`src/ipru_pkg.sv`:
```
// ----------------------------------------------------------------------------
// ipru_pkg
// Shared types, constants and helpers for the integer pixel replication
// upscaler: field widths, command and kind codes, register indexes and the
// beat-group descriptor passed from the control stage to the output stage.
// ----------------------------------------------------------------------------
package ipru_pkg;

    localparam int MAX_WIDTH  = 2048;
    localparam int MAX_HEIGHT = 2048;
    localparam int MAX_SCALE  = 16;

    localparam int PIX_W   = 24;
    localparam int WIDTH_W = 12;                      // source_width register
    localparam int HEIGHT_W = 12;                     // source_height register
    localparam int SCALE_W = 5;                       // scale_factor register
    localparam int CFG_W   = 12;                      // widest register
    localparam int CFG_IDX_W = 2;
    localparam int ADDR_W  = $clog2(MAX_WIDTH);       // line store address
    localparam int ROW_W   = $clog2(MAX_HEIGHT);
    localparam int REP_W   = $clog2(MAX_SCALE);
    localparam int BEAT_W  = 5;                       // up to scale plus three pad beats

    // Command codes carried on the input tuser.
    localparam logic CMD_PUSH = 1'b0;
    localparam logic CMD_TICK = 1'b1;

    // Result kinds.
    localparam logic [1:0] KIND_PIXEL = 2'd0;
    localparam logic [1:0] KIND_PAD   = 2'd1;
    localparam logic [1:0] KIND_DROP  = 2'd2;

    // Configuration register indexes.
    localparam logic [CFG_IDX_W-1:0] REG_SOURCE_WIDTH  = 2'd0;
    localparam logic [CFG_IDX_W-1:0] REG_SOURCE_HEIGHT = 2'd1;
    localparam logic [CFG_IDX_W-1:0] REG_SCALE_FACTOR  = 2'd2;

    // One group of result beats caused by one accepted input beat.
    typedef struct packed {
        logic              drop;        // single dropped-input beat
        logic              from_ram;    // pixel comes from the line store read
        logic [PIX_W-1:0]  pixel;
        logic [BEAT_W-1:0] copies;      // horizontal copies, 1..16
        logic [1:0]        pad;         // zero padding beats at row end
        logic              row_done;
        logic              frame_done;
    } desc_t;

    function automatic logic [WIDTH_W-1:0] clamp_width(input logic [WIDTH_W-1:0] v);
        logic [WIDTH_W-1:0] r;
        if (v == '0) begin
            r = WIDTH_W'(1);
        end else if (v > WIDTH_W'(MAX_WIDTH)) begin
            r = WIDTH_W'(MAX_WIDTH);
        end else begin
            r = v;
        end
        return r;
    endfunction

    function automatic logic [HEIGHT_W-1:0] clamp_height(input logic [HEIGHT_W-1:0] v);
        logic [HEIGHT_W-1:0] r;
        if (v == '0) begin
            r = HEIGHT_W'(1);
        end else if (v > HEIGHT_W'(MAX_HEIGHT)) begin
            r = HEIGHT_W'(MAX_HEIGHT);
        end else begin
            r = v;
        end
        return r;
    endfunction

    function automatic logic [SCALE_W-1:0] clamp_scale(input logic [SCALE_W-1:0] v);
        logic [SCALE_W-1:0] r;
        if (v == '0) begin
            r = SCALE_W'(1);
        end else if (v > SCALE_W'(MAX_SCALE)) begin
            r = SCALE_W'(MAX_SCALE);
        end else begin
            r = v;
        end
        return r;
    endfunction

endpackage

```
`src/ipru_emit.sv`:
```
// ----------------------------------------------------------------------------
// ipru_emit
// Output stage: expands one descriptor into its result beats (copies, then zero
// padding at row end, or one dropped-input beat) one beat a cycle while ready.
// ----------------------------------------------------------------------------
module ipru_emit (
    input  logic                       aclk,
    input  logic                       aresetn,
    input  logic                       desc_valid,
    input  ipru_pkg::desc_t            desc,
    output logic                       desc_take,
    input  logic [ipru_pkg::PIX_W-1:0]  ram_rd_data,
    output logic                       m_tvalid,
    input  logic                       m_tready,
    output logic [1:0]                 m_kind,
    output logic [ipru_pkg::PIX_W-1:0]  m_pixel,
    output logic                       m_row_end,
    output logic                       m_frame_end,
    output logic                       m_last
);

    logic                        job_valid_reg, job_valid_next;
    ipru_pkg::desc_t             job_reg, job_next;
    logic [ipru_pkg::PIX_W-1:0]  pix_reg, pix_next;
    logic [ipru_pkg::BEAT_W-1:0] idx_reg, idx_next;

    logic [ipru_pkg::BEAT_W-1:0] total;
    logic                        in_copies;
    logic                        fin;
    logic                        beat_done;

    assign total     = job_reg.copies + ipru_pkg::BEAT_W'(job_reg.pad);
    assign in_copies = idx_reg < job_reg.copies;
    assign fin       = (idx_reg + ipru_pkg::BEAT_W'(1)) == total;
    assign beat_done = job_valid_reg && m_tready;

    // The line store read data is still held when its descriptor is taken,
    // because no new read is issued while the descriptor waits.
    assign desc_take = desc_valid && (!job_valid_reg || (beat_done && fin));

    always_comb begin
        job_valid_next = job_valid_reg;
        job_next       = job_reg;
        pix_next       = pix_reg;
        idx_next       = idx_reg;
        if (desc_take) begin
            job_valid_next = 1'b1;
            job_next       = desc;
            pix_next       = desc.from_ram ? ram_rd_data : desc.pixel;
            idx_next       = '0;
        end else if (beat_done) begin
            if (fin) begin
                job_valid_next = 1'b0;
            end else begin
                idx_next = idx_reg + ipru_pkg::BEAT_W'(1);
            end
        end
    end

    always_ff @(posedge aclk) begin
        if (!aresetn) begin
            job_valid_reg <= 1'b0;
            idx_reg       <= '0;
        end else begin
            job_valid_reg <= job_valid_next;
            idx_reg       <= idx_next;
        end
    end

    always_ff @(posedge aclk) begin
        job_reg <= job_next;
        pix_reg <= pix_next;
    end

    always_comb begin
        if (job_reg.drop) begin
            m_kind = ipru_pkg::KIND_DROP;
        end else if (in_copies) begin
            m_kind = ipru_pkg::KIND_PIXEL;
        end else begin
            m_kind = ipru_pkg::KIND_PAD;
        end
    end

    assign m_tvalid    = job_valid_reg;
    assign m_pixel     = (job_reg.drop || in_copies) ? pix_reg : '0;
    assign m_row_end   = !job_reg.drop && job_reg.row_done && fin;
    assign m_frame_end = m_row_end && job_reg.frame_done;
    assign m_last      = fin;

    // The beat index never runs past the end of its group.
    a_idx_range: assert property (@(posedge aclk) disable iff (!aresetn)
        job_valid_reg |-> (idx_reg < total))
        else $error("beat index beyond group length");

    // A stalled beat keeps its position in the group.
    a_idx_hold: assert property (@(posedge aclk) disable iff (!aresetn)
        (job_valid_reg && !m_tready) |=> (job_valid_reg && $stable(idx_reg)))
        else $error("beat position moved while stalled");

    // A frame end is always also a row end and the last beat of its group.
    a_frame_end: assert property (@(posedge aclk) disable iff (!aresetn)
        (job_valid_reg && m_frame_end) |-> (m_row_end && m_last))
        else $error("frame end without row end");

endmodule

```
`config.mk`:
```
export PLATFORM = sky130hd
export DESIGN_NAME = ipru_emit
export DESIGN_NICKNAME = d
export VERILOG_FILES = /design/src/ipru_pkg.sv /design/src/ipru_emit.sv
export SDC_FILE = /design/constraint.sdc
export NUM_CORES = 1
export LEC_CHECK = 0
export BUFFER_PORTS_ARGS = -buffer_cell sky130_fd_sc_hd__clkbuf_2
export CORE_UTILIZATION = 43
export DETAILED_ROUTE_END_ITERATION = 12
export PLACE_DENSITY = 0.88
export SYNTH_ARGS = -nofsm -noshare
export SYNTH_HDL_FRONTEND = slang
export SYNTH_SLANG_ARGS = --single-unit
```
`constraint.sdc`:
```
create_clock -name aclk -period 4.2 [get_ports aclk]
set_clock_uncertainty 0.2 [all_clocks]
set_input_delay 0.21 -clock aclk [delete_from_list [all_inputs] [get_ports aclk]]
set_output_delay 0.21 -clock aclk [all_outputs]
set_load 0.1 [all_outputs]
```
==> Yosys cells after proc, flatten, opt, wreduce, memory -nomap -nowiden <==
Index checks and enable logic that the tools add are counted.
{ "op_classes": {"n_mux": 7, "eq_ne": 1, "n_bitwise": 2, "n_lt_le_gt_ge": 1, "addsub": 2, "reduce_logical": 15} }
{ "ops": {"columns": ["cell", "count"], "rows": [
  ["2-to-1 mux 24 bit", 2],
  ["logical AND 1 bit", 6],
  ["adder 5 x 1 -> 5 bit, second input constant", 1],
  ["adder 5 x 2 -> 5 bit", 1],
  ["equality test 5 bit", 1],
  ["< comparator 5 bit", 1],
  ["2-to-1 mux 1 bit", 4],
  ["AND reduction 2 bit", 2],
  ["nonzero test 2 bit", 2],
  ["zero test 1 bit", 2],
  ["logical OR 1 bit", 2],
  ["2-to-1 mux 2 bit", 1],
  ["NOT 1 bit", 2],
  ["OR reduction 2 bit", 1]
]} }
{ "word_totals": {"reg_bits": 40, "elab_cells": 36, "output_inout_bits": 31, "inputBits": 63} }

==> Longest topological paths before layout <==
{ "depth": {"ltp_word": 7, "depth_mapped": 10, "depth_no_buf": 9} }

==> Worst setup path before layout <==
OpenSTA, ideal clock, no wires.
{ "synth_timing": {"path_type": "reg2reg", "start": "register job_reg[4] (netlist bit)", "end": "register job_reg[0] (netlist bit) (enable)", "synth_period_minus_slack_ps": 5397, "path_stages_with_launch": 11, "t_arrival_ps": 4712, "setup_slack_ps": -1197, "t_required_ps": 3515, "path_buffers": 1, "setup_time_ps": 485, "cell_sequence": "edfxtp_1 ha_1 inv_1 fa_1 xnor2_1 xnor2_1 nor3_1 and3_1 buf_6 a21oi_1 nor2_1"} }
{ "synth_between": {"elab_chain_len": 5} }
{ "synth_rtl": {"columns": ["item", "line", "source"], "rows": [
  ["start, declared", "ipru_emit.sv:23", "ipru_pkg::desc_t job_reg, job_next;"],
  ["start signal, assigned", "ipru_emit.sv:71", "job_reg <= job_next;"],
  ["adder 5 x 2 -> 5 bit", "ipru_emit.sv:32", "assign total = job_reg.copies + ipru_pkg::BEAT_W'(job_reg.pad);"],
  ["equality test 5 bit", "ipru_emit.sv:34", "assign fin = (idx_reg + ipru_pkg::BEAT_W'(1)) == total;"],
  ["named net m_last", "ipru_emit.sv:19", "output logic m_last"],
  ["logical AND 1 bit", "ipru_emit.sv:39", "assign desc_take = desc_valid && (!job_valid_reg || (beat_done && fin));"],
  ["logical OR 1 bit", "ipru_emit.sv:39", null],
  ["logical AND 1 bit", "ipru_emit.sv:39", null],
  ["named net desc_take", "ipru_emit.sv:11", "output logic desc_take,"]
]} }
The timed path passes the listed nets, and every way through them passes these cells.
A chain may end at the register's enable or synchronous reset.

==> Worst setup path after layout <==
{ "layout_timing": {"start": "register job_reg[4] (netlist bit)", "end": "output desc_take"} }
{ "layout_between": {"elab_chain_len": 5} }
{ "layout_rtl": {"columns": ["item", "line"], "rows": [
  ["adder 5 x 2 -> 5 bit", "ipru_emit.sv:32"],
  ["equality test 5 bit", "ipru_emit.sv:34"],
  ["logical AND 1 bit", "ipru_emit.sv:39"],
  ["logical OR 1 bit", "ipru_emit.sv:39"],
  ["logical AND 1 bit", "ipru_emit.sv:39"],
  ["end, declared", "ipru_emit.sv:11"]
]} }
No other way between the ends.

==> impl_results.rst <==
.. list-table::
   :header-rows: 1

   * - Metric
     - Value
   * - Final count of pins violating max slew
     - 0
   * - DRT Pass-1 Iters
     - 4
   * - TritonCTS clock tree
     - yes
   * - Distinct cell type count after synthesis
     - 36
   * - Status
     - finished clean
   * - Post-CTS setup-driven buffer insertion count
     - 0
   * - Antenna violations before repair
     - 0
   * - Wire length per cell after detailed routing
     - 12.98 um
   * - Worst slew margin relative to its limit
     - 56.23%
   * - Top cells by area in the synthesized netlist
     - sky130_fd_sc_hd__edfxtp_1, sky130_fd_sc_hd__mux2_2, sky130_fd_sc_hd__a21boi_0, sky130_fd_sc_hd__dfxtp_1, sky130_fd_sc_hd__ha_1
   * - WHS Path Cells
     - 2
   * - Simple-gate share of the synthesized area
     - 4.804%
   * - DP Wirelength
     - 3256 um
   * - Ys async rst share
     - 0%
   * - Share of final-layout standard cells stronger than drive strength 1
     - 47.96%
   * - Fraction of power consumed by sequential logic
     - 47.6%
   * - Number of synthesized flops with an enable pin
     - 34
   * - Hold Path Origin
     - desc[17]
   * - Total of hold buffers inserted after clock tree synthesis
     - 12
   * - Mean number of vias per cell
     - 4.866
   * - Fraction of synthesized cell area taken by the top area cell type
     - 47.80%
   * - Unrepaired setup endpoints after global routing
     - false
   * - Fill cell instance count of the final layout
     - slightly above 400
   * - Floorplan row count
     - 25
   * - Compound-gate portion of the synthesized area
     - 14.82%
   * - Commonest non-fill, non-tap cell in the layout
     - sky130_fd_sc_hd__clkbuf_2
   * - ANT nets after route
     - 0
   * - Sequential area share after synthesis
     - ~53%
   * - Clock period minus final worst setup slack
     - roughly 3.8 ns
   * - Met3 demand-to-capacity share in global routing
     - between 6 and 7%
   * - Data arrival time of the critical path
     - 3.44 ns
   * - Clock-pin slew reported for the worst setup and hold paths after clock tree synthesis
     - 0.07 ns
   * - Number of nets in the layout
     - roughly 340
   * - Max_cap viols
     - 0
   * - Detailed Route WL
     - 4361 um
   * - Clock latency on the worst-skew pair
     - 0.28 ns
   * - # setup viols final
     - 0
   * - Ports
     - 94
   * - DRC violations left
     - 0
   * - Worst reg2reg setup slack
     - 0.71 ns
   * - Average cell area after synthesis
     - 13.02 um2
   * - Worst Path Required
     - 3.79 ns
   * - Quantity of gates resized following cts
     - 0
   * - Highest-count cells in the layout ignoring fill and taps
     - sky130_fd_sc_hd__clkbuf_2, sky130_fd_sc_hd__edfxtp_1, sky130_fd_sc_hd__a21boi_0, sky130_fd_sc_hd__mux2_2, sky130_fd_sc_hd__dlygate4sd3_1
   * - H-Tree Level Count
     - 2
   * - Hold Path Class
     - in2reg
   * - Fraction of power spent switching nets
     - 33.36%
   * - Net count of the mapped netlist
     - 235
   * - Fmax
     - 0.2600 GHz
   * - Clock root buffer
     - sky130_fd_sc_hd__clkbuf_8
   * - Power spent charging and discharging nets
     - 327.4 uW
   * - Sequential cell area in the final layout
     - 0.001141 mm2
   * - Share of power burned in combinational logic
     - 28.4%
   * - Die Area
     - 0.005253 mm2
   * - Buffers added on ports
     - 93
   * - Critical path fanouts, max
     - 17
   * - Cells after Synth
     - 164
   * - Leakage power
     - 1.264 nW
   * - Vias after detailed routing
     - approximately 1,600
   * - Number of global-route vias before repair
     - roughly 1,600
   * - Initial detailed-routing violation count
     - 60
   * - Min-Delay Endpoint
     - pix_reg[8]
   * - Number of hold violations in the final report
     - 0
   * - Post-synthesis share of cell area spent on full adders, half adders and majority gates
     - 5.038%
   * - R2R cell count
     - 10
   * - Synth warn
     - 0
   * - Worst setup path start
     - job_reg[4]
   * - Clock network fraction of total power
     - 23.9%
   * - Cell type with the largest total area after synthesis
     - sky130_fd_sc_hd__edfxtp_1
   * - Worst r2r src
     - job_reg[4]
   * - Met2 Track Usage GR
     - 31.15%
   * - Global router's overall resource usage
     - 18.11%
   * - Capturing point of the worst reg2reg path
     - job_reg[7]
   * - CTS sink cnt
     - 40
   * - Initial cell density of the core
     - between 40% and 50%
   * - Maximum clock insertion buffer count
     - 2
   * - CTS Buf Count
     - 5
   * - Chip height
     - 72.48 um
   * - Final Cycle Share
     - 91.56%
   * - Post-Synth XOR/XNOR Area
     - 4.921%
   * - Most Crowded Layer GR
     - met2
   * - Setup_tns
     - 0 ns
   * - Met1 layer usage reported by global route
     - approximately 22%
   * - Core Util, Final
     - 60.05%
   * - Mux cell area share after synthesis
     - about an eighth
   * - Core Footprint
     - 0.004755 mm2
   * - Worst-Margin Slew
     - 0.6566 ns
   * - Dominant combinational cell family by area after synthesis
     - compound AO/OA/AOI/OAI gates
   * - VDD IR-drop max
     - 206.5 uV
   * - Total area of multi-input combinational cells
     - 919.6 um2
   * - Flops & latches, synth
     - 40
   * - Synth Cell Area
     - ~0.0021 mm2
   * - Layout-stage area growth over the synthesis result
     - 33.68%
   * - Areal power density over the cells
     - 343.6 mW/mm2
   * - Most used DFF post-synth
     - sky130_fd_sc_hd__edfxtp_1
   * - Design internal power
     - 653.8 uW
   * - Width of the die
     - 72.48 um
   * - Crit end category
     - output port
   * - Largest register FFs
     - 24
   * - N_diodes
     - 0
   * - Total grt overflow
     - 0
   * - Routability congestion estimate from global placement
     - about 0.80
   * - WS Path Type
     - reg2out
   * - Nature of the critical path startpoint
     - register
   * - First-pass GRT wire length
     - 7148 um
   * - Pin count of the biggest net entering global routing
     - 27
[worst max-delay path by stage]
stage	slack, ns	end
finish	0.35	desc_take
global route	0.09	desc_take
CTS	0.33	desc_take
detailed placement	0.65	desc_take
global placement	0.76	desc_take
floorplan	0.04	m_pixel[10]
[cells in the mapped netlist, types with 2 or more instances]
cell,n
sky130_fd_sc_hd__a21o_1,4
sky130_fd_sc_hd__and3_1,2
sky130_fd_sc_hd__a21boi_0,24
sky130_fd_sc_hd__a311oi_1,2
sky130_fd_sc_hd__edfxtp_1,34
sky130_fd_sc_hd__and2_1,2
sky130_fd_sc_hd__ha_1,7
sky130_fd_sc_hd__xnor2_1,9
sky130_fd_sc_hd__inv_1,10
sky130_fd_sc_hd__a21oi_1,3
sky130_fd_sc_hd__nor2_1,4
sky130_fd_sc_hd__nand3b_1,2
sky130_fd_sc_hd__dfxtp_1,6
sky130_fd_sc_hd__mux2_2,24
sky130_fd_sc_hd__clkbuf_1,7
sky130_fd_sc_hd__o21ai_0,2
sky130_fd_sc_hd__xor2_1,3
[area by class of cell]
class,count,area share [%]
Clock buffer,7,2.673
Inverter,10,1.315
Timing Repair Buffer,106,20.77
Multi-Input combinational cell,105,32.21
Clock inverter,1,0.1315
Tap cell,67,2.936
Sequential cell,40,39.96
[power groups by stage]
stage                     combinational (mW)  sequential, mW  clock [mW]
after floorplan                        0.207           0.479           0
after detailed placement               0.271           0.476           0
after global routing                   0.296           0.469       0.258
after CTS                              0.281           0.468       0.243
after global placement                 0.267           0.475           0
final                                  0.279           0.467       0.235
[kinds of logic after synthesis]
group / Yosys count
and+or+nand+nor: 17
buffers and inverters: 19
AOI/OAI and AO/OA: 43
DFF: 40
xor gates and xnor gates: 12
adders and majority gates: 8
muxes: 25
[layer usage]
layer,share of wire [%],wire length (um),vias to the layer above
li1,-,-,811
met1,42,1823,753
met2,50,2183,69
met3,7.9,346,2
met4,0.18,8,0
met5,0,0,-
[metrics by stage]
stage | setup slack, ns | cells | hold slack (ns) | power [mW] | area (um2)
floorplan | 0.03650 | 164 | 0.1089 | 0.6856 | 2143
global placement | 0.7598 | 316 | 0.1891 | 0.7418 | 2655
detailed placement | 0.6534 | 316 | 0.1891 | 0.7472 | 2655
CTS | 0.3307 | 336 | 0.01910 | 0.9915 | 2855
global route | 0.09285 | 336 | 0.02156 | 1.023 | 2855
finish | 0.3544 | 336 | 0.02507 | 0.9812 | 2855
[worst max-delay path: stages (launching register included)]
cell                       delay (ns)
sky130_fd_sc_hd__edfxtp_1        0.35
sky130_fd_sc_hd__ha_1            0.17
sky130_fd_sc_hd__inv_1           0.05
sky130_fd_sc_hd__fa_1            0.38
sky130_fd_sc_hd__xnor2_1         0.15
sky130_fd_sc_hd__xnor2_1         0.13
sky130_fd_sc_hd__nor3_1          0.37
sky130_fd_sc_hd__and3_1          0.38
sky130_fd_sc_hd__a21oi_1         0.17
sky130_fd_sc_hd__nor2_4          0.44
sky130_fd_sc_hd__clkbuf_2        0.55
(Power assumes the default switching activity.)
