### config.mk
export PLATFORM = sky130hd
export DESIGN_NAME = ipru_ctrl
export DESIGN_NICKNAME = d
export VERILOG_FILES = /design/src/ipru_pkg.sv /design/src/ipru_ctrl.sv
export SDC_FILE = /design/constraint.sdc
export NUM_CORES = 1
export LEC_CHECK = 0
export ABC_AREA = 1
export BUFFER_PORTS_ARGS = -buffer_cell sky130_fd_sc_hd__buf_2
export CORE_UTILIZATION = 41
export CTS_CLUSTER_DIAMETER = 50
export DETAILED_ROUTE_END_ITERATION = 16
export GPL_ROUTABILITY_DRIVEN = 0
export PLACE_DENSITY = 0.65
export SYNTH_ARGS = -nofsm -noshare
export SYNTH_HDL_FRONTEND = slang
export SYNTH_SLANG_ARGS = --single-unit
### constraint.sdc
create_clock -name aclk -period 6.8 [get_ports aclk]
set_clock_uncertainty 0.15 [all_clocks]
set_input_delay 0.34 -clock aclk [delete_from_list [all_inputs] [get_ports aclk]]
set_output_delay 0.34 -clock aclk [all_outputs]
set_load 0.05 [all_outputs]
### src/ipru_pkg.sv
// ----------------------------------------------------------------------------
// ipru_pkg
// Shared types, constants and helpers for the integer pixel replication
// upscaler: field widths, command and kind codes, register indexes and the
// beat-group descriptor passed from the control stage to the output stage.
// ----------------------------------------------------------------------------
package ipru_pkg;

    localparam int MAX_WIDTH  = 2048;
    localparam int MAX_HEIGHT = 2048;
    localparam int MAX_SCALE  = 16;

    localparam int PIX_W   = 24;
    localparam int WIDTH_W = 12;                      // source_width register
    localparam int HEIGHT_W = 12;                     // source_height register
    localparam int SCALE_W = 5;                       // scale_factor register
    localparam int CFG_W   = 12;                      // widest register
    localparam int CFG_IDX_W = 2;
    localparam int ADDR_W  = $clog2(MAX_WIDTH);       // line store address
    localparam int ROW_W   = $clog2(MAX_HEIGHT);
    localparam int REP_W   = $clog2(MAX_SCALE);
    localparam int BEAT_W  = 5;                       // up to scale plus three pad beats

    // Command codes carried on the input tuser.
    localparam logic CMD_PUSH = 1'b0;
    localparam logic CMD_TICK = 1'b1;

    // Result kinds.
    localparam logic [1:0] KIND_PIXEL = 2'd0;
    localparam logic [1:0] KIND_PAD   = 2'd1;
    localparam logic [1:0] KIND_DROP  = 2'd2;

    // Configuration register indexes.
    localparam logic [CFG_IDX_W-1:0] REG_SOURCE_WIDTH  = 2'd0;
    localparam logic [CFG_IDX_W-1:0] REG_SOURCE_HEIGHT = 2'd1;
    localparam logic [CFG_IDX_W-1:0] REG_SCALE_FACTOR  = 2'd2;

    // One group of result beats caused by one accepted input beat.
    typedef struct packed {
        logic              drop;        // single dropped-input beat
        logic              from_ram;    // pixel comes from the line store read
        logic [PIX_W-1:0]  pixel;
        logic [BEAT_W-1:0] copies;      // horizontal copies, 1..16
        logic [1:0]        pad;         // zero padding beats at row end
        logic              row_done;
        logic              frame_done;
    } desc_t;

    function automatic logic [WIDTH_W-1:0] clamp_width(input logic [WIDTH_W-1:0] v);
        logic [WIDTH_W-1:0] r;
        if (v == '0) begin
            r = WIDTH_W'(1);
        end else if (v > WIDTH_W'(MAX_WIDTH)) begin
            r = WIDTH_W'(MAX_WIDTH);
        end else begin
            r = v;
        end
        return r;
    endfunction

    function automatic logic [HEIGHT_W-1:0] clamp_height(input logic [HEIGHT_W-1:0] v);
        logic [HEIGHT_W-1:0] r;
        if (v == '0) begin
            r = HEIGHT_W'(1);
        end else if (v > HEIGHT_W'(MAX_HEIGHT)) begin
            r = HEIGHT_W'(MAX_HEIGHT);
        end else begin
            r = v;
        end
        return r;
    endfunction

    function automatic logic [SCALE_W-1:0] clamp_scale(input logic [SCALE_W-1:0] v);
        logic [SCALE_W-1:0] r;
        if (v == '0) begin
            r = SCALE_W'(1);
        end else if (v > SCALE_W'(MAX_SCALE)) begin
            r = SCALE_W'(MAX_SCALE);
        end else begin
            r = v;
        end
        return r;
    endfunction

endpackage

### src/ipru_ctrl.sv
// ----------------------------------------------------------------------------
// ipru_ctrl
// Input stage: holds the configuration registers and the row and replay
// counters, writes pushed pixels into the line store, issues line store reads
// for replay ticks and hands one descriptor per result group to the output
// stage.
// ----------------------------------------------------------------------------
module ipru_ctrl (
    input  logic                          aclk,
    input  logic                          aresetn,
    // configuration
    input  logic                          cfg_wr_en,
    input  logic [ipru_pkg::CFG_IDX_W-1:0] cfg_index,
    input  logic [ipru_pkg::CFG_W-1:0]     cfg_wdata,
    // input beats
    input  logic                          s_tvalid,
    output logic                          s_tready,
    input  logic [ipru_pkg::PIX_W-1:0]     s_pixel,
    input  logic                          s_command,
    // line store
    output logic                          ram_wr_en,
    output logic [ipru_pkg::ADDR_W-1:0]    ram_wr_addr,
    output logic                          ram_rd_en,
    output logic [ipru_pkg::ADDR_W-1:0]    ram_rd_addr,
    // descriptor to output stage
    output logic                          desc_valid,
    output ipru_pkg::desc_t               desc,
    input  logic                          desc_take
);

    logic [ipru_pkg::WIDTH_W-1:0]  width_cfg_reg;
    logic [ipru_pkg::HEIGHT_W-1:0] height_cfg_reg;
    logic [ipru_pkg::SCALE_W-1:0]  scale_cfg_reg;

    logic [ipru_pkg::ADDR_W-1:0] column_reg, column_next;
    logic [ipru_pkg::ROW_W-1:0]  row_reg, row_next;
    logic [ipru_pkg::REP_W-1:0]  repeats_reg, repeats_next;
    logic                        replay_reg, replay_next;
    logic [ipru_pkg::ADDR_W-1:0] replay_col_reg, replay_col_next;

    logic             desc_valid_reg, desc_valid_next;
    ipru_pkg::desc_t  desc_reg, desc_next;

    logic [ipru_pkg::WIDTH_W-1:0]  w_eff;
    logic [ipru_pkg::HEIGHT_W-1:0] h_eff;
    logic [ipru_pkg::SCALE_W-1:0]  s_eff;
    logic [1:0]                    pad_eff;
    logic [3:0]                    pad_prod;
    logic                          accept;
    logic                          push_row_done;
    logic                          tick_row_done;
    logic                          row_wrap;
    logic [ipru_pkg::HEIGHT_W-1:0] row_inc;
    logic [ipru_pkg::REP_W-1:0]    repeats_dec;

    assign w_eff = ipru_pkg::clamp_width(width_cfg_reg);
    assign h_eff = ipru_pkg::clamp_height(height_cfg_reg);
    assign s_eff = ipru_pkg::clamp_scale(scale_cfg_reg);

    // 3*w*s padded to a multiple of four needs (w*s) mod 4 zero bytes.
    assign pad_prod = w_eff[1:0] * s_eff[1:0];
    assign pad_eff  = pad_prod[1:0];

    assign s_tready = !desc_valid_reg || desc_take;
    assign accept   = s_tvalid && s_tready;

    assign push_row_done = ({1'b0, column_reg} + ipru_pkg::WIDTH_W'(1)) >= w_eff;
    assign tick_row_done = ({1'b0, replay_col_reg} + ipru_pkg::WIDTH_W'(1)) >= w_eff;
    assign row_inc       = {1'b0, row_reg} + ipru_pkg::HEIGHT_W'(1);
    assign row_wrap      = row_inc >= h_eff;
    assign repeats_dec   = (repeats_reg != '0) ? repeats_reg - ipru_pkg::REP_W'(1)
                                               : repeats_reg;

    // A tick reads the line store at a later edge than the push that wrote
    // the entry, so the registered read never needs forwarding.
    assign ram_wr_en   = accept && (s_command == ipru_pkg::CMD_PUSH) && !replay_reg;
    assign ram_wr_addr = column_reg;
    assign ram_rd_en   = accept && (s_command == ipru_pkg::CMD_TICK) && replay_reg;
    assign ram_rd_addr = replay_col_reg;

    always_comb begin
        column_next     = column_reg;
        row_next        = row_reg;
        repeats_next    = repeats_reg;
        replay_next     = replay_reg;
        replay_col_next = replay_col_reg;
        desc_valid_next = desc_valid_reg && !desc_take;
        desc_next       = desc_reg;

        if (accept) begin
            desc_next.drop       = 1'b0;
            desc_next.from_ram   = 1'b0;
            desc_next.pixel      = s_pixel;
            desc_next.copies     = s_eff;
            desc_next.pad        = 2'd0;
            desc_next.row_done   = 1'b0;
            desc_next.frame_done = 1'b0;

            if (s_command == ipru_pkg::CMD_PUSH) begin
                desc_valid_next = 1'b1;
                if (replay_reg) begin
                    desc_next.drop   = 1'b1;
                    desc_next.copies = ipru_pkg::BEAT_W'(1);
                end else if (push_row_done) begin
                    desc_next.row_done = 1'b1;
                    desc_next.pad      = pad_eff;
                    column_next        = '0;
                    if (s_eff > ipru_pkg::SCALE_W'(1)) begin
                        replay_next     = 1'b1;
                        repeats_next    = ipru_pkg::REP_W'(s_eff - ipru_pkg::SCALE_W'(1));
                        replay_col_next = '0;
                    end else begin
                        desc_next.frame_done = row_wrap;
                        row_next = row_wrap ? '0 : row_inc[ipru_pkg::ROW_W-1:0];
                    end
                end else begin
                    column_next = column_reg + ipru_pkg::ADDR_W'(1);
                end
            end else if (replay_reg) begin
                desc_valid_next    = 1'b1;
                desc_next.from_ram = 1'b1;
                if (tick_row_done) begin
                    desc_next.row_done = 1'b1;
                    desc_next.pad      = pad_eff;
                    replay_col_next    = '0;
                    repeats_next       = repeats_dec;
                    if (repeats_dec == '0) begin
                        replay_next          = 1'b0;
                        desc_next.frame_done = row_wrap;
                        row_next = row_wrap ? '0 : row_inc[ipru_pkg::ROW_W-1:0];
                    end
                end else begin
                    replay_col_next = replay_col_reg + ipru_pkg::ADDR_W'(1);
                end
            end
        end
    end

    always_ff @(posedge aclk) begin
        if (!aresetn) begin
            width_cfg_reg  <= ipru_pkg::WIDTH_W'(1);
            height_cfg_reg <= ipru_pkg::HEIGHT_W'(1);
            scale_cfg_reg  <= ipru_pkg::SCALE_W'(1);
            column_reg     <= '0;
            row_reg        <= '0;
            repeats_reg    <= '0;
            replay_reg     <= 1'b0;
            replay_col_reg <= '0;
            desc_valid_reg <= 1'b0;
        end else begin
            if (cfg_wr_en) begin
                case (cfg_index)
                    ipru_pkg::REG_SOURCE_WIDTH:  width_cfg_reg  <= cfg_wdata;
                    ipru_pkg::REG_SOURCE_HEIGHT: height_cfg_reg <= cfg_wdata;
                    ipru_pkg::REG_SCALE_FACTOR:  scale_cfg_reg  <= cfg_wdata[ipru_pkg::SCALE_W-1:0];
                    default: ;
                endcase
            end
            column_reg     <= column_next;
            row_reg        <= row_next;
            repeats_reg    <= repeats_next;
            replay_reg     <= replay_next;
            replay_col_reg <= replay_col_next;
            desc_valid_reg <= desc_valid_next;
        end
    end

    always_ff @(posedge aclk) begin
        desc_reg <= desc_next;
    end

    assign desc_valid = desc_valid_reg;
    assign desc       = desc_reg;

    // Replay only ever runs with at least one repeat outstanding.
    a_replay_repeats: assert property (@(posedge aclk) disable iff (!aresetn)
        replay_reg |-> (repeats_reg != '0))
        else $error("replay active with no repeats left");

    // Pushes during replay are dropped, not written, so the push column stays at zero.
    a_replay_column: assert property (@(posedge aclk) disable iff (!aresetn)
        replay_reg |-> (column_reg == '0))
        else $error("push column moved during replay");

    // A waiting descriptor is not overwritten.
    a_desc_hold: assert property (@(posedge aclk) disable iff (!aresetn)
        (desc_valid_reg && !desc_take) |=> (desc_valid_reg && $stable(desc_reg)))
        else $error("pending descriptor lost");

endmodule

* Word-level counts from Yosys, hierarchy flattened
Cells that the tools add are included.
** Word-level totals
- Register bits :: 103
- Latch bits :: 0
- Bits in writable memories :: 0
- ROM bits :: 0
- Word-level logic and storage cells :: 113
- Memories :: 0
** Cells by class
- Add/sub/neg operators :: 7
- Multipliers :: 1
- Div/mod/pow operators :: 0
- Magnitude comparators :: 7
- Equality and inequality tests :: 7
- Shifts and indexed selects :: 0
- Multiplexer cells :: 48
- Bitwise logic cells :: 2
- Reductions and logical operators :: 25
** Operators with widths (number)
- $mux W11 :: 15
- $mux W12 :: 4
- $mux W4 :: 12
- $add A11 B1 Y12 const B :: 3
- $ge A12 B12 Y1 :: 3
- $gt A12 B12 Y1 const B :: 2
- $logic_not A12 Y1 :: 2
- $add A11 B1 Y11 const B :: 2
- $mux W5 :: 4
- $mux W1 :: 13
- $sub A4 B1 Y4 const B :: 2
- $reduce_and A7 Y1 :: 1
- $logic_and A1 B1 Y1 :: 6
- $ne A2 B1 Y1 const B :: 3
- $reduce_and A2 Y1 :: 3
- $reduce_and A6 Y1 :: 1
- $gt A5 B1 Y1 const B :: 1
- $gt A5 B5 Y1 const B :: 1
- $logic_not A5 Y1 :: 1
- $reduce_and A5 Y1 :: 1
- $logic_not A4 Y1 :: 1
- $ne A2 B2 Y1 const B :: 2
- $reduce_bool A2 Y1 :: 2
- $reduce_bool A4 Y1 :: 1
- 8 further kinds :: 11

* Longest topological paths before layout
Gate-level depths: netlist (run 1).
- Depth after elaboration :: 9
- Gate-level depth with buffers :: 21

* Worst setup path before layout (run 1)
No wires, ideal clock.
- Path kind :: reg2reg
- From :: reg column_reg (netlist bit ram_wr_addr[0])
- To :: reg row_reg[7] (netlist bit)
- Arrival :: 2916 ps
- Data required time :: 6537 ps
- Slack :: 3621 ps
- Stages on the path, launching flop included :: 20
- Path buffers :: 1
- Period minus slack after synthesis :: 3179 ps
- Path through :: dfxtp_1 ha_1 nand2_1 nor3b_2 nand2_1 nor3_2 xor2_1 ha_1 nand2_1 nor2_2 nand2_1 nor2_1 nand2_1 nand4_1 nand2_1 nor2_4 buf_6 nand2_1 nand2_1 nor2_1
** On the way
- Word-level cells in the longest chain between the ends :: 4
** RTL lines
- start, declared :: RTL line ipru_ctrl.sv:35 : logic [ipru_pkg::ADDR_W-1:0] column_reg, column_next;
- start signal, assigned :: RTL line ipru_ctrl.sv:159 : column_reg <= column_next;
- $add A11 B1 Y12 :: RTL line ipru_ctrl.sv:67 : assign push_row_done = ({1'b0, column_reg} + ipru_pkg::WIDTH_W'(1)) >= w_eff;
- $ge A12 B12 Y1 :: RTL line ipru_ctrl.sv:67
- $reduce_bool A2 Y1 (no line)
- $reduce_and A7 Y1 (no line)
- end signal, assigned :: RTL line ipru_ctrl.sv:160 : row_reg <= row_next;
- end, declared :: RTL line ipru_ctrl.sv:36 : logic [ipru_pkg::ROW_W-1:0] row_reg, row_next;
Every way passes these cells.
A chain may end at the register's enable or synchronous reset.

* Worst setup path in the final report (run 1)
- From :: reg column_reg (netlist bit ram_wr_addr[0])
- To :: reg replay_col_reg (netlist bit ram_rd_addr[2])
** On the way
- Word-level cells in the longest chain between the ends :: 4
** RTL lines
- $add A11 B1 Y12 :: RTL line ipru_ctrl.sv:67
- $ge A12 B12 Y1 :: RTL line ipru_ctrl.sv:67
- $reduce_bool A2 Y1 (no line)
- $reduce_and A5 Y1 (no line)
- end signal, assigned :: RTL line ipru_ctrl.sv:163 : replay_col_reg <= replay_col_next;
- end, declared :: RTL line ipru_ctrl.sv:39 : logic [ipru_pkg::ADDR_W-1:0] replay_col_reg, replay_col_next;
Every way passes these cells.

==> results of run 1 <==
## logic make-up after synthesis
kind of cell,after synthesis,share of synthesized area
and+or+nand+nor,376,0.2827
DFF,103,0.4261
buffers and inverters,98,0.06895
AOI/OAI and AO/OA,95,0.08597
adders and majority gates,42,0.09282
xor gates and xnor gates,27,0.04177
muxes,1,0.001768
## stage by stage
stage,power [mW],utilization
floorplan,1.066,-
global placement,1.164,0.4732
detailed placement,1.169,0.4732
CTS,1.681,0.5042
global route,1.767,0.5042
finish,1.659,0.5042
## Yosys cell counts, types with 8 or more instances
cell type / n
a21oi_1: 48
clkbuf_1: 13
dfxtp_1: 68
edfxtp_1: 35
ha_1: 42
inv_1: 69
inv_2: 8
nand2_1: 180
nand3_1: 34
nand4_1: 11
nor2_1: 117
nor3_1: 8
o21ai_0: 39
xor2_1: 24
## how the worst max path moves through the flow
stage,startpoint,to,slack (ns),cells past startpoint
floorplan,ram_wr_addr[0]$_SDFFE_PN0P_,row_reg[7]$_SDFFE_PN0P_,3.62,19
global placement,ram_wr_addr[0]$_SDFFE_PN0P_,ram_rd_addr[2]$_SDFFE_PN0P_,3.42,16
detailed placement,ram_wr_addr[0]$_SDFFE_PN0P_,ram_rd_addr[2]$_SDFFE_PN0P_,3.33,15
CTS,ram_wr_addr[0]$_SDFFE_PN0P_,ram_rd_addr[2]$_SDFFE_PN0P_,3.31,16
global route,ram_wr_addr[0]$_SDFFE_PN0P_,ram_rd_addr[10]$_SDFFE_PN0P_,2.89,16
finish,ram_wr_addr[0]$_SDFFE_PN0P_,ram_rd_addr[2]$_SDFFE_PN0P_,3.31,16
## power by group
group / total, mW / switching [mW] / internal, mW
Clock: 0.502 / 0.246 / 0.256
Sequential: 0.710 / 0.0287 / 0.682
Combinational: 0.447 / 0.312 / 0.135
Total: 1.66 / 0.586 / 1.07
## critical path: cells and delay by family, from the launching register on
family / cells / cell delay [ns]
AO/OA/AOI/OAI: 1 / 0.35
flip-flops: 1 / 0.40
XOR/XNOR: 1 / 0.11
adder cells (fa/ha/maj): 2 / 0.51
AND/OR/NAND/NOR: 12 / 1.87
## final cells by class
type	instances	area, µm²	share of cell area
clock buffers	9	225.2	0.03346
clock inverters	7	68.82	0.01022
inverters	77	289.0	0.04294
multi-input cells	541	2859	0.4248
flip-flops and latches	103	2412	0.3584
well taps	176	220.2	0.03272
repair buffers	118	655.6	0.09742
## timing repair
item                                    CTS  global route
gates resized for setup                   0             0
endpoints found under the hold margin    12             0
buffers inserted                          0             0
hold buffers                             12             0
endpoints found under the setup margin    0             0
## metal layers
metal | share of wire | routed length [µm]
met1 | 0.47 | 6007
met2 | 0.47 | 6003
met3 | 0.051 | 651
met4 | 0.014 | 182
met5 | 0 | 0
==> results.sh, run 1 <==
export IMPL_synth_distinct_cells=34
export IMPL_fp_row_count=42
export IMPL_routed_via_density=4.775
export IMPL_rsz0062_at_grt="no"
export IMPL_grt_max_degree=56
export IMPL_period_share=0.5135
export IMPL_synth_top_area_cell="dfxtp_1"
export IMPL_die_area_mm2=0.01428
export IMPL_fin_nets=936
export IMPL_overflow=0
export IMPL_drc=0
export IMPL_vdd_drop_max_mv=0.1258
export IMPL_stdcell_area_mm2=0.006730
export IMPL_clock_sinks=103
export IMPL_synth_async_reset_ratio=0
export IMPL_hold_class="in2reg"
export IMPL_area_growth_pct=18.87
export IMPL_grt_util_met2=0.3208
export IMPL_synth_edf_count=35
export IMPL_path_clk_slew_ns=0.07
export IMPL_io_buffers=104
export IMPL_postRouteAntennaNets=0
export IMPL_cp_arrival_ns=3.59
export IMPL_dp_hpwl_um=9736
export IMPL_setup_violations=0
export IMPL_tns_ns=0
export IMPL_syn_nets=828
export IMPL_placed_area_mm2=0.006316
export IMPL_r2r_setup_slack_ns=3.31
export IMPL_pre_cts_ws_ns=3.330
export IMPL_io_pins=105
export IMPL_synth_avg_cell_area_um2=7.630
export IMPL_fin_ws_ns=3.308
export IMPL_crit_chain="ha_1 -> nand2_1 -> nor3b_2 -> nand2_1 -> nor3_2 -> xor2_1 -> ha_1 -> nand2_1 -> nor2_2 -> nand2_1 -> nor2_1 -> nand2_1 -> nand4_1 -> nand3_1 -> o21ai_0 -> nor2_1"
export IMPL_slew_violations=0
export IMPL_hold_path_cell_count=1
export IMPL_cts_tree="yes"
export IMPL_start_kind="flop"
export IMPL_cts_buffers=9
export IMPL_hold_path_end="desc[17]$_DFFE_PP_"
export IMPL_htree_levels=3
export IMPL_dominantRegCellSynth="dfxtp_1"
export IMPL_antenna_found_initial=0
export IMPL_p_leak_nw=3.207
export IMPL_worst_setup_path_type="reg2reg"
export IMPL_fmax_ghz=0.2864
export IMPL_worstPathRequired_ns=6.89
export IMPL_final_common_cell="nand2_1"
export IMPL_fin_hold_ws_ns=0.01145
export IMPL_die_h_um=119.5
export IMPL_slew_headroom=0.2618
export IMPL_core_area_mm2=0.01335
export IMPL_worstPathMaxFanout=22
export IMPL_crit_top_cell="nand2_1"
export IMPL_insertion_delay_ns=0.35
export IMPL_vias=4923
export IMPL_wl_um=12840
export IMPL_hold_viol_final=0
export IMPL_timing_rr_start="ram_wr_addr[0]$_SDFFE_PN0P_"
export IMPL_finalCriticalPeriod_ns=3.492
export IMPL_use_met3=0.03565
export IMPL_dp_cells=1003
export IMPL_tightest_slew_ns=1.099
export IMPL_rr_endpoint="ram_rd_addr[2]$_SDFFE_PN0P_"
export IMPL_yosys_top_cells_area="dfxtp_1 (24%), edfxtp_1 (19%), nand2_1 (12%)"
export IMPL_hold_start="s_pixel[8]"
export IMPL_ys_warn_count=0
export IMPL_stdcell_count=1031
export IMPL_global_route_usage_met1=0.2386
export IMPL_dieWidth_um=119.5
export IMPL_syn_area_mm2=0.005662
export IMPL_synth_seq_area_share=0.4261
export IMPL_powerDensity_mw_per_mm2=246.5
export IMPL_grtUsageTotal=0.1887
export IMPL_drive_gt1_frac=0.1731
export IMPL_synth_top_area_share=0.2404
export IMPL_first_pass_iters=4
export IMPL_grt_pass1_wl_um=21320
export IMPL_reg2reg_depth=16
export IMPL_antenna_cells=0
export IMPL_avgRoutedWirePerCell_um=12.46
export IMPL_netlist_instances=742
export IMPL_outcome="finished clean"
export IMPL_cp_slowest_cell="nand3_1"
export IMPL_cp_end_kind="flop"
export IMPL_grt_pass1_vias=4505
export IMPL_n_fill_cell=1319
export IMPL_maxCapViolations=0
export IMPL_cts_path_max_buffers=2
export IMPL_final_cell_mix="nand2_1 (180), nor2_1 (117), buf_2 (104)"
export IMPL_clock_root_buffer="clkbuf_16"
export IMPL_drt_iter0_drc=245
export IMPL_largest_reg_flops=35
export IMPL_slowest_delay_ns=0.57
export IMPL_start_util=0.4242
export IMPL_top_usage_layer="met2"
export IMPL_ys_ff_latch=103
No activity file was read; power rests on OpenSTA's default activity.
==> run 2, diff against run 1 <==
PLACE_DENSITY = 0.67   (was 0.65)
clock period = 3 ns   (was 6.8 ns; I/O delays follow)
==> run 2 against run 1 <==
  * The run now ends with negative setup slack left
  * Largest power group unchanged
  * Combinational power grew to 2.8 times the previous value
  * Maximum frequency grew 16%
  * Design area increased by 12%
  * Non-clock buffer count rose by 54
  * Wire length rose by 7.3%
  * Sequential share of layout area shrank 3.5 points
  * Core utilization up 6.0 points
  * Register-to-register slack got worse by 3.3 ns
==> results.sh, run 2 (synthesis gave the netlist of run 1 again) <==
export IMPL_outcome="finished with violations"
export IMPL_violations="negative setup slack"
export IMPL_cts_path_max_buffers=2
export IMPL_largest_reg_flops=35
export IMPL_stdcell_count=1086
export IMPL_slew_violations=0
export IMPL_htree_levels=3
export IMPL_period_share=1.004
export IMPL_fin_nets=991
export IMPL_first_pass_iters=4
export IMPL_finalPower_mw=4.023
export IMPL_slew_headroom=0.6567
export IMPL_drive_gt1_frac=0.2560
export IMPL_cp_arrival_ns=3.11
export IMPL_antenna_found_initial=0
export IMPL_dieWidth_um=119.5
export IMPL_core_area_mm2=0.01335
export IMPL_grt_pass1_vias=4770
export IMPL_finalCriticalPeriod_ns=3.011
export IMPL_cts_tree="yes"
export IMPL_vias=5201
export IMPL_io_buffers=104
export IMPL_start_util=0.4242
export IMPL_path_clk_slew_ns=0.08
export IMPL_final_common_cell="nand2_1"
export IMPL_dp_cells=1017
export IMPL_hold_path_cell_count=3
export IMPL_clock_sinks=103
export IMPL_fin_ws_ns=-0.01067
export IMPL_reg2reg_depth=18
export IMPL_io_pins=105
export IMPL_tightest_slew_ns=0.5150
export IMPL_clock_root_buffer="clkbuf_16"
export IMPL_start_kind="flop"
export IMPL_cp_end_kind="flop"
export IMPL_antenna_cells=0
export IMPL_hold_viol_final=0
export IMPL_die_area_mm2=0.01428
export IMPL_overflow=0
export IMPL_avgRoutedWirePerCell_um=12.69
export IMPL_n_fill_cell=1235
export IMPL_grt_pass1_wl_um=22060
export IMPL_powerDensity_mw_per_mm2=534.0
export IMPL_vdd_drop_max_mv=0.2635
export IMPL_p_leak_nw=3.590
export IMPL_insertion_delay_ns=0.35
export IMPL_final_cell_mix="nand2_1 (164), nor2_1 (108), buf_2 (104)"
export IMPL_drc=0
export IMPL_maxCapViolations=0
export IMPL_wl_um=13780
export IMPL_hold_class="in2reg"
export IMPL_postRouteAntennaNets=0
export IMPL_area_growth_pct=33.06
export IMPL_worst_setup_path_type="reg2reg"
export IMPL_timing_rr_start="ram_wr_addr[1]$_SDFFE_PN0P_"
export IMPL_rsz0062_at_grt="yes"
export IMPL_worstPathRequired_ns=3.10
export IMPL_fp_row_count=42
export IMPL_fmax_ghz=0.3322
export IMPL_cp_startpoint="ram_wr_addr[1]$_SDFFE_PN0P_"
export IMPL_die_h_um=119.5
export IMPL_grt_max_degree=55
export IMPL_dp_hpwl_um=9647
export IMPL_setup_violations=3
export IMPL_worstPathMaxFanout=11
export IMPL_cts_buffers=9
export IMPL_routed_via_density=4.789
export IMPL_drt_iter0_drc=268
export IMPL_hold_start="cfg_wr_en"
export IMPL_grtUsageTotal=0.1936
[run 2: cell count changes in the layout (fill, tap and decap cells not counted), moves of 5 or more]
cell           delta
buf_4            +24
dfxtp_1          -10
dfxtp_2           +6
dlygate4sd3_1    +25
ha_1              -5
ha_4              +5
nand2_1          -16
nand2_2          +15
nand3_1           -5
nor2_1            -9
nor2_2            +6
[run 2: critical path, stage by stage, from the launching register on]
cell and delay [ns]:
dfxtp_4 0.38, nand3_2 0.11, nor2_2 0.12, nand3_1 0.12
or2_4 0.26, xor2_1 0.17, ha_1 0.30, nand2_1 0.09
nor2_4 0.14, inv_1 0.06, a21oi_2 0.11, nor2_2 0.06
nand4_1 0.15, nand2_2 0.08, nor2_4 0.24, clkbuf_16 0.21
nand2_1 0.05, nand2_1 0.05, nor2_1 0.04
[run 2: power breakdown]
part,leakage (nW),switching (mW),internal [mW]
clock network,0.148,0.579,0.594
logic,2.54,0.782,0.455
registers,0.904,0.0673,1.55
total,3.59,1.43,2.60
[run 2: final timing paths]
path / endpoint / slack, ns
worst max-delay path: row_reg[2]$_SDFFE_PN0P_ / -0.01
worst min-delay path: scale_cfg_reg[0]$_SDFFE_PN1P_ / 0.02
worst max register to register: row_reg[2]$_SDFFE_PN0P_ / -0.01
worst min register to register: scale_cfg_reg[0]$_SDFFE_PN1P_ / 0.33
[run 2: timing repair]
action	CTS	global route
resized for setup	1	65
gates cloned	0	3
setup buffers	4	9
hold buffers	37	0
endpoints found under the hold margin	53	0
setup endpoints to repair	5	42
pin swaps	0	19
[run 2: per-stage QoR]
stage / util / hold slack [ns] / TNS [ns] / worst slack [ns] / area (µm²)
after global placement: 0.4847 / 0.1762 / 0 / 0.05012 / 6470
after detailed placement: 0.4847 / 0.1785 / 0 / 0.009927 / 6470
after floorplan: - / 0.09887 / 0 / 0.05038 / 5673
after CTS: 0.5374 / 0.001610 / 0 / 0.01897 / 7173
after global routing: 0.5644 / 0.02879 / -2.486 / -0.1820 / 7533
final: 0.5644 / 0.02394 / -0.01719 / -0.01067 / 7533
[run 2: layer usage]
metal  vias to the layer above  part of all wire  wire [µm]  GRT usage
met1                      2341              0.47       6443     0.2535
met4                         0             0.015        206    0.06641
met2                       113              0.47       6540     0.3204
met5                         -                 0          0          0
met3                        16             0.043        590    0.03517
li1                       2731                 -          -          -
[run 2: final cells by class]
cell class / count / area (µm²) / area share
sequential: 103 / 2435 / 0.3232
multi-input combinational: 542 / 3094 / 0.4107
timing repair buffer: 172 / 1196 / 0.1588
tap: 176 / 220.2 / 0.02923
clock buffer: 9 / 225.2 / 0.02990
clock inverter: 7 / 71.32 / 0.009467
inverter: 77 / 291.5 / 0.03870
